==> config.mk <==
export PLATFORM = sky130hd
export DESIGN_NAME = indexed_list_array
export DESIGN_NICKNAME = d
export VERILOG_FILES = /design/src/ila_pkg.sv /design/src/ila_ram.sv /design/src/ila_ctrl.sv /design/src/indexed_list_array.sv
export SDC_FILE = /design/constraint.sdc
export NUM_CORES = 2
export LEC_CHECK = 0
export ABC_AREA = 1
export BUFFER_PORTS_ARGS = -buffer_cell sky130_fd_sc_hd__buf_2
export CELL_PAD_IN_SITES_DETAIL_PLACEMENT = 1
export CELL_PAD_IN_SITES_GLOBAL_PLACEMENT = 1
export CORE_ASPECT_RATIO = 0.7
export CORE_MARGIN = 4
export CORE_UTILIZATION = 52
export DETAILED_ROUTE_END_ITERATION = 8
export PLACE_DENSITY_LB_ADDON = 0.1
export SYNTH_ARGS = -nofsm -noshare
export SYNTH_HDL_FRONTEND = slang
export SYNTH_SLANG_ARGS = --single-unit
==> constraint.sdc <==
create_clock -name clk -period 5.15 [get_ports clk]
set_input_delay 0.7725 -clock clk [delete_from_list [all_inputs] [get_ports clk]]
set_output_delay 0.7725 -clock clk [all_outputs]
set_load 0.02 [all_outputs]
==> src/ila_pkg.sv <==
// ----------------------------------------------------------------------------
// Indexed list array package
// Field widths, operation and status codes, and the structs shared by the
// control unit and the top level.
// ----------------------------------------------------------------------------
`timescale 1ns / 1ps

package ila_pkg;

  localparam int ILA_DEPTH  = 64;
  localparam int DATA_W     = 32;
  localparam int POS_W      = 8;
  localparam int OP_W       = 2;
  localparam int CNT_OUT_W  = 7;
  localparam int STS_W      = 2;

  localparam logic [OP_W-1:0] OP_INSERT = 2'd0;
  localparam logic [OP_W-1:0] OP_REMOVE = 2'd1;
  localparam logic [OP_W-1:0] OP_GET    = 2'd2;
  localparam logic [OP_W-1:0] OP_SET    = 2'd3;

  localparam logic [STS_W-1:0] ST_OK    = 2'd0;
  localparam logic [STS_W-1:0] ST_RANGE = 2'd1;
  localparam logic [STS_W-1:0] ST_FULL  = 2'd2;

  localparam logic signed [POS_W-1:0] POS_END = -8'sd1;

  typedef struct packed {
    logic [OP_W-1:0]          operation;
    logic signed [POS_W-1:0]  position;
    logic signed [DATA_W-1:0] value;
  } ila_req_t;

  typedef struct packed {
    logic signed [DATA_W-1:0] read_value;
    logic [CNT_OUT_W-1:0]     element_count;
    logic [STS_W-1:0]         status;
  } ila_res_t;

  typedef struct packed {
    logic     idle;
    logic     done;
    ila_res_t res;
  } ila_stat_t;

endpackage

==> src/ila_ram.sv <==
// ----------------------------------------------------------------------------
// Generic RAM
// One write port and one read port with registered read data.
// ----------------------------------------------------------------------------
`timescale 1ns / 1ps

module ila_ram #(
  parameter int WIDTH = 32,
  parameter int DEPTH = 64
) (
  input  logic                     clk,
  input  logic                     we,
  input  logic [$clog2(DEPTH)-1:0] waddr,
  input  logic [WIDTH-1:0]         wdata,
  input  logic [$clog2(DEPTH)-1:0] raddr,
  output logic [WIDTH-1:0]         rdata
);

  logic [WIDTH-1:0] mem [DEPTH];

  always_ff @(posedge clk) begin
    if (we) begin
      mem[waddr] <= wdata;
    end
    rdata <= mem[raddr];
  end

endmodule

==> src/ila_ctrl.sv <==
// ----------------------------------------------------------------------------
// Indexed list array control unit
// Checks the position, then steps one pointer through the store to move
// entries up or down, read or write, and keeps the element count.
// ----------------------------------------------------------------------------
`timescale 1ns / 1ps

module ila_ctrl import ila_pkg::*; #(
  parameter int DEPTH = ILA_DEPTH
) (
  input  logic      clk,
  input  logic      rst_n,
  input  logic      start,
  input  ila_req_t  req,
  input  logic      take,
  output ila_stat_t stat
);

  localparam int AW = $clog2(DEPTH);
  localparam int CW = $clog2(DEPTH + 1);
  localparam int XW = (CW > 7) ? CW + 1 : 8;

  typedef enum logic [2:0] {
    S_IDLE,
    S_SHIFT_UP,
    S_SHIFT_DN,
    S_WRITE,
    S_RD_ISSUE,
    S_RD_WAIT,
    S_DONE
  } state_t;

  state_t                   state_r, state_nxt;
  logic [CW-1:0]            count_r, count_nxt;
  logic [AW-1:0]            ptr_r, ptr_nxt;
  logic [AW-1:0]            at_r, at_nxt;
  logic [AW-1:0]            pend_addr_r, pend_addr_nxt;
  logic                     pend_r, pend_nxt;
  logic                     more_r, more_nxt;
  logic [OP_W-1:0]          op_r, op_nxt;
  logic [DATA_W-1:0]        val_r, val_nxt;
  logic [DATA_W-1:0]        rd_r, rd_nxt;
  logic [STS_W-1:0]         sts_r, sts_nxt;

  logic                     ram_we;
  logic [AW-1:0]            ram_waddr;
  logic [DATA_W-1:0]        ram_wdata;
  logic [DATA_W-1:0]        ram_rdata;

  logic                     pos_end;
  logic [XW-1:0]            pos_ext;
  logic [XW-1:0]            cnt_ext;
  logic [CW-1:0]            cnt_dec;
  logic [AW-1:0]            cnt_last;
  logic                     ins_ok;
  logic                     oth_ok;
  logic                     full;
  logic [AW-1:0]            at_ins;
  logic [AW-1:0]            at_oth;

  assign pos_end  = (req.position == POS_END);
  assign pos_ext  = XW'(req.position[POS_W-2:0]);
  assign cnt_ext  = XW'(count_r);
  assign cnt_dec  = count_r - CW'(1);
  assign cnt_last = cnt_dec[AW-1:0];
  assign ins_ok   = pos_end || (!req.position[POS_W-1] && (pos_ext <= cnt_ext));
  assign oth_ok   = (pos_end && (count_r != '0)) ||
                    (!req.position[POS_W-1] && (pos_ext < cnt_ext));
  assign full     = (count_r == CW'(DEPTH));
  assign at_ins   = pos_end ? count_r[AW-1:0] : pos_ext[AW-1:0];
  assign at_oth   = pos_end ? cnt_last : pos_ext[AW-1:0];

  always_comb begin
    state_nxt     = state_r;
    count_nxt     = count_r;
    ptr_nxt       = ptr_r;
    at_nxt        = at_r;
    pend_addr_nxt = pend_addr_r;
    pend_nxt      = pend_r;
    more_nxt      = more_r;
    op_nxt        = op_r;
    val_nxt       = val_r;
    rd_nxt        = rd_r;
    sts_nxt       = sts_r;
    ram_we        = 1'b0;
    ram_waddr     = at_r;
    ram_wdata     = val_r;

    unique case (state_r)
      S_IDLE: begin
        if (start) begin
          op_nxt   = req.operation;
          val_nxt  = req.value;
          rd_nxt   = '0;
          sts_nxt  = ST_OK;
          pend_nxt = 1'b0;
          more_nxt = 1'b1;
          if (req.operation == OP_INSERT) begin
            at_nxt = at_ins;
            if (!ins_ok) begin
              sts_nxt   = ST_RANGE;
              state_nxt = S_DONE;
            end else if (full) begin
              sts_nxt   = ST_FULL;
              state_nxt = S_DONE;
            end else if (pos_end || (pos_ext == cnt_ext)) begin
              state_nxt = S_WRITE;
            end else begin
              ptr_nxt   = cnt_last;
              state_nxt = S_SHIFT_UP;
            end
          end else if (!oth_ok) begin
            sts_nxt   = ST_RANGE;
            state_nxt = S_DONE;
          end else begin
            at_nxt = at_oth;
            unique case (req.operation)
              OP_REMOVE: begin
                if (at_oth == cnt_last) begin
                  count_nxt = cnt_dec;
                  state_nxt = S_DONE;
                end else begin
                  ptr_nxt   = at_oth + AW'(1);
                  state_nxt = S_SHIFT_DN;
                end
              end
              OP_GET: begin
                ptr_nxt   = at_oth;
                state_nxt = S_RD_ISSUE;
              end
              default: begin
                state_nxt = S_WRITE;
              end
            endcase
          end
        end
      end
      S_SHIFT_UP: begin
        ram_we    = pend_r;
        ram_waddr = pend_addr_r + AW'(1);
        ram_wdata = ram_rdata;
        if (more_r) begin
          pend_nxt      = 1'b1;
          pend_addr_nxt = ptr_r;
          if (ptr_r == at_r) begin
            more_nxt = 1'b0;
          end else begin
            ptr_nxt = ptr_r - AW'(1);
          end
        end else begin
          pend_nxt  = 1'b0;
          state_nxt = S_WRITE;
        end
      end
      S_SHIFT_DN: begin
        ram_we    = pend_r;
        ram_waddr = pend_addr_r - AW'(1);
        ram_wdata = ram_rdata;
        if (more_r) begin
          pend_nxt      = 1'b1;
          pend_addr_nxt = ptr_r;
          if (ptr_r == cnt_last) begin
            more_nxt = 1'b0;
          end else begin
            ptr_nxt = ptr_r + AW'(1);
          end
        end else begin
          pend_nxt  = 1'b0;
          count_nxt = cnt_dec;
          state_nxt = S_DONE;
        end
      end
      S_WRITE: begin
        ram_we = 1'b1;
        if (op_r == OP_INSERT) begin
          count_nxt = count_r + CW'(1);
        end
        state_nxt = S_DONE;
      end
      S_RD_ISSUE: begin
        state_nxt = S_RD_WAIT;
      end
      S_RD_WAIT: begin
        rd_nxt    = ram_rdata;
        state_nxt = S_DONE;
      end
      S_DONE: begin
        if (take) begin
          state_nxt = S_IDLE;
        end
      end
      default: begin
        state_nxt = S_IDLE;
      end
    endcase
  end

  always_ff @(posedge clk) begin
    if (!rst_n) begin
      state_r <= S_IDLE;
      count_r <= '0;
      pend_r  <= 1'b0;
      more_r  <= 1'b0;
    end else begin
      state_r <= state_nxt;
      count_r <= count_nxt;
      pend_r  <= pend_nxt;
      more_r  <= more_nxt;
    end
    ptr_r       <= ptr_nxt;
    at_r        <= at_nxt;
    pend_addr_r <= pend_addr_nxt;
    op_r        <= op_nxt;
    val_r       <= val_nxt;
    rd_r        <= rd_nxt;
    sts_r       <= sts_nxt;
  end

  ila_ram #(
    .WIDTH(DATA_W),
    .DEPTH(DEPTH)
  ) u_ram (
    .clk  (clk),
    .we   (ram_we),
    .waddr(ram_waddr),
    .wdata(ram_wdata),
    .raddr(ptr_r),
    .rdata(ram_rdata)
  );

  assign stat.idle              = (state_r == S_IDLE);
  assign stat.done              = (state_r == S_DONE);
  assign stat.res.read_value    = rd_r;
  assign stat.res.element_count = CNT_OUT_W'(count_r);
  assign stat.res.status        = sts_r;

endmodule

==> src/indexed_list_array.sv <==
// ----------------------------------------------------------------------------
// Indexed list array
// Ordered list of signed 32-bit values in a fixed store with insert, remove,
// get and set at a position, and an output register toward the consumer.
// ----------------------------------------------------------------------------
//
//   Channel  Handshake            Payload
//   in       in_valid, in_ready   in_operation, in_position, in_value
//   out      out_valid, out_ready out_read_value, out_element_count, out_status
//
// An insert or a remove moves the entries behind its position through the
// store, one entry per cycle; a get, a set, an append, a remove of the last
// entry and a rejected item move no entries.
// After reset the list is empty and no clearing pass is made.
// A result waits in the output register, while the next item is processed;
// that item finishes only once the register is free.
`timescale 1ns / 1ps

module indexed_list_array import ila_pkg::*; #(
  parameter int DEPTH = ILA_DEPTH
) (
  input  logic                        clk,
  input  logic                        rst_n,
  input  logic                        in_valid,
  output logic                        in_ready,
  input  logic [OP_W-1:0]             in_operation,
  input  logic signed [POS_W-1:0]     in_position,
  input  logic signed [DATA_W-1:0]    in_value,
  output logic                        out_valid,
  input  logic                        out_ready,
  output logic signed [DATA_W-1:0]    out_read_value,
  output logic [CNT_OUT_W-1:0]        out_element_count,
  output logic [STS_W-1:0]            out_status
);

  ila_req_t  req;
  ila_stat_t stat;
  ila_res_t  out_res_r;
  logic      out_valid_r;
  logic      start;
  logic      take;

  assign req.operation = in_operation;
  assign req.position  = in_position;
  assign req.value     = in_value;

  assign in_ready = stat.idle;
  assign start    = in_valid && in_ready;
  assign take     = stat.done && (!out_valid_r || out_ready);

  ila_ctrl #(
    .DEPTH(DEPTH)
  ) u_ctrl (
    .clk  (clk),
    .rst_n(rst_n),
    .start(start),
    .req  (req),
    .take (take),
    .stat (stat)
  );

  always_ff @(posedge clk) begin
    if (!rst_n) begin
      out_valid_r <= 1'b0;
    end else if (take) begin
      out_valid_r <= 1'b1;
    end else if (out_ready) begin
      out_valid_r <= 1'b0;
    end
    if (take) begin
      out_res_r <= stat.res;
    end
  end

  assign out_valid         = out_valid_r;
  assign out_read_value    = out_res_r.read_value;
  assign out_element_count = out_res_r.element_count;
  assign out_status        = out_res_r.status;

endmodule

==> flow_summary_export.csv <==
group,metric,value,unit
run_status,status,"finished clean",
timing,finalClockSkew,28.78,ps
worst_setup_path,worstSetupStartpoint,"u_ctrl.state_r[1]",
clock_network,htreeDepth,4,
power,pwr-share-clk,23.3,%
timing,worstMarginPinSlew,1346,ps
logic_synthesis,syn_nets,6935,
route,vias_per_cell,6.326,
power,power.switching,26.51,mW
logic_synthesis,postSynthCellCount,6864,
logic_synthesis,synthArstFlopShare,0,%
die,die_width,499.1,µm
timing,rsz0062_at_grt,"no",
logic_synthesis,ys_warn_count,0,
timing,setup_viol,0,
worst_setup_path,cp_data_required_time,5600,ps
clock_network,clk_pin_slew_worst_paths,70,ps
logic_synthesis,ys_types,38,
logic_synthesis,seq_area_frac_synth,75.42,%
worst_setup_path,ff2ff_path_depth,11,
route,dr.pass1.iters,6,
global_route,grt_pass1_vias,60140,
clock_network,clockRootBuffer,"clkbuf_16",
worst_setup_path,cp-end-kind,"flop",
layout,multi_input_area,20000,µm²
layout,syn_to_final_growth,12.50,%
clock_network,cts_resized,0,
timing,timing.final.crit_period,4172,ps
die,core_area,166900,µm²
clock_network,numCtsBuffers,205,
placement,finalWeightedCongestion,0.8770,
global_route,grt-ovfl-total,0,
logic_synthesis,postSynthAreaPerCell,12.79,µm²
clock_network,cts_tree,"yes",
layout,fin_area,98760,µm²
placement,postPlaceCellArea,92230,µm²
worst_setup_path,r2r_end,"u_ctrl.u_ram.mem[39][27]",
worst_setup_path,cp_top_family,"simple AND/OR/NAND/NOR gates",
placement,dp_hpwl,155800,µm
power,p_leak,32.34,nW
logic_synthesis,synthesis.area,87790,µm²
power,ir_worst_vdd,0.6472,mV
layout,nNetsFinal,6980,
hold_path,hold_depth,1,
layout,seq_area,66210,µm²
timing,fin_ws,978.5,ps
power,combPwrFrac,39.1,%
layout,fillCellCount,16090,
route,drt_wl_total,278000,µm
die,ios,89,
timing,period_share,81.00,%
global_route,grt_pass1_wl,406100,µm
clock_network,clock_sinks,2220,
layout,drive_gt1_share,9.835,%
power,intPower,38.26,mW
worst_setup_path,cp_slowest_cell,"nand2_1",
clock_network,cts_setup_buffers,0,
die,start_util,52.61,%
clock_network,clk_latency,840,ps
route,drt-wirelength-per-cell,29.88,µm
placement,port_buffers,88,
worst_setup_path,cp_max_fo,32,
route,routed-via-count,58850,
power,finalPower,64.77,mW
hold_path,holdCritStartpoint,"in_value[23]",
timing,fin_setup_tns,0,ps
logic_synthesis,ys_ff_latch,2220,
worst_setup_path,r2r_slack,980,ps
global_route,grt_max_degree,167,
worst_setup_path,critPathLaunchType,"flop",
logic_synthesis,synth_edf_count,2175,
timing,relSlewSlack,9.918,%
die,dieArea,175600,µm²
worst_setup_path,critPathKind,"flop to flop",
route,drt_iter0_markers,7348,
power,p_sw_share,40.93,%
worst_setup_path,cp.arrival,4620,ps
timing,hold_viol,0,
clock_network,cts_hold_buf,0,
logic_synthesis,synth_flop_cell,"edfxtp_1",
clock_network,ctsLongestPathBuffers,3,
timing,fmax,0.2397,GHz
worst_setup_path,cpMostUsedCell,"nand2_1",
global_route,grtUsageTotal,31.38,%
flow_run,drv_cap,0,
hold_path,hold_class,"input pin to flop",
global_route,antenna_found_initial,20,
die,row_count,125,
route,drtAntennaViolNets,0,
timing,drv_slew,0,
power,seqPwrFrac,37.7,%
layout,utilization,59.18,%
placement,place_ws,1164,ps
power,power_density,655.8,nW/µm²
worst_setup_path,r2r_start,"u_ctrl.state_r[1]",
worst_setup_path,critPathBufInv,3,
route,drc,0,
hold_path,hold_end,"u_ctrl.val_r[23]",
die,dieHeight,351.8,µm
worst_setup_path,cp_cell_sequence,"nand2_1, nor2_4, inv_2, nand2_2, nand2_1, o21ai_0, inv_1, nor2_1, nand2_1, nor2_4, buf_4",
worst_setup_path,max_stage_delay,740,ps
-- metrics by stage --
step	instances	hold slack [ps]
2_1_floorplan	6864	400.3
3_3_place_gp	8923	405.6
3_5_place_dp	8923	406.1
4_1_cts	9298	58.41
5_1_grt	9299	71.08
6_report	9304	110.2
-- logic make-up (layout without fill, tap and decap cells) --
| group | count (synthesis) | in the layout | share of synthesized area (%) |
|---|---|---|---|
| XOR/XNOR | 17 | 17 | 0.1696 |
| buffers and inverters | 567 | 780 | 2.785 |
| AO/OA/AOI/OAI | 1747 | 1747 | 10.78 |
| AND/OR/NAND/NOR | 2288 | 2288 | 10.47 |
| adder cells (fa/ha/maj) | 25 | 25 | 0.3734 |
| flip-flops | 2220 | 2220 | 75.42 |
| other | 0 | 5 | 0 |
-- layer usage --
metal,GRT usage [%],share of wire (%)
met3,5.593,8.6
met1,44.21,41
met5,0,0.050
met2,49.81,47
met4,11.04,3.5
-- cells in the mapped netlist (2+ instances only) --
library cell	instances	area share, %
nor4_1	4	0.029
fa_1	2	0.046
clkbuf_1	307	1.3
inv_2	2	0.0086
a21oi_1	84	0.48
or2_1	24	0.17
nand2_2	2	0.014
buf_4	30	0.26
xnor2_1	4	0.040
or2_0	4	0.029
dfxtp_1	45	1.0
o211ai_1	13	0.11
edfxtp_1	2175	74
o21ai_1	46	0.26
clkinv_1	5	0.021
o22ai_1	522	3.7
nand3b_1	3	0.026
nand2_1	652	2.8
nor2_1	1209	5.2
ha_1	23	0.33
nor3_1	10	0.057
buf_6	10	0.13
nand4_1	7	0.050
buf_2	101	0.58
nand3_1	370	2.1
o21a_1	2	0.017
o221ai_1	5	0.050
xor2_1	13	0.13
inv_1	93	0.40
o21ai_0	1071	6.1
a31oi_1	2	0.014
buf_1	18	0.077
-- power groups by stage --
stage | clock [mW] | sequential, mW | combinational (mW)
5_1_grt | 16.0 | 24.4 | 27.0
2_1_floorplan | 0 | 25.2 | 13.4
3_3_place_gp | 0 | 24.7 | 23.9
4_1_cts | 15.2 | 24.4 | 24.9
6_report | 15.1 | 24.4 | 25.3
3_5_place_dp | 0 | 24.8 | 24.7
-- registers in the layout (all words and copies together) (netlist names) --
register	count
out_element_count	7
out_read_value	32
out_status	2
out_valid	1
u_ctrl.at_r	6
u_ctrl.count_r	7
u_ctrl.more_r	1
u_ctrl.op_r	2
u_ctrl.pend_addr_r	6
u_ctrl.pend_r	1
u_ctrl.ptr_r	6
u_ctrl.rd_r	32
u_ctrl.state_r	3
u_ctrl.sts_r	2
u_ctrl.u_ram.mem	2048
u_ctrl.u_ram.rdata	32
u_ctrl.val_r	32
-- final cells by class --
type | count | area share (%)
inverters | 101 | 0.4295
repair buffers | 304 | 2.881
clock buffers | 263 | 5.508
well taps | 2222 | 2.815
clock inverters | 112 | 1.062
diodes | 5 | 0.01267
multi-input cells | 4077 | 20.25
flip-flops and latches | 2220 | 67.04
-- placed cells by master, fill, tap and decap left out, drive strengths merged --
cell type,instances
bufinv,17
ha,23
xnor2,4
nand3,370
diode,5
buf,304
o21bai,1
nand3b,3
o22ai,522
edfxtp,2175
or2,29
fa,2
clkinv,88
nand2,654
a22oi,1
nor4,4
o221ai,5
a21oi,84
clkinvlp,3
o21a,2
nor3,11
clkbuf,263
a31oi,2
nand4,7
xor2,13
inv,105
o21ai,1117
nor2,1210
o211ai,13
dfxtp,45
-- worst max-delay path by stage --
stage,endpoint,slack (ps),depth (start not counted)
floorplan,u_ctrl.u_ram.mem[0][0],520,8
global placement,u_ctrl.u_ram.mem[58][1],1240,12
detailed placement,u_ctrl.u_ram.mem[18][5],1160,13
CTS,u_ctrl.u_ram.mem[41][22],1110,9
global route,u_ctrl.u_ram.mem[18][6],780,13
finish,u_ctrl.u_ram.mem[39][27],980,11
No activity file was read; power rests on OpenSTA's default activity.
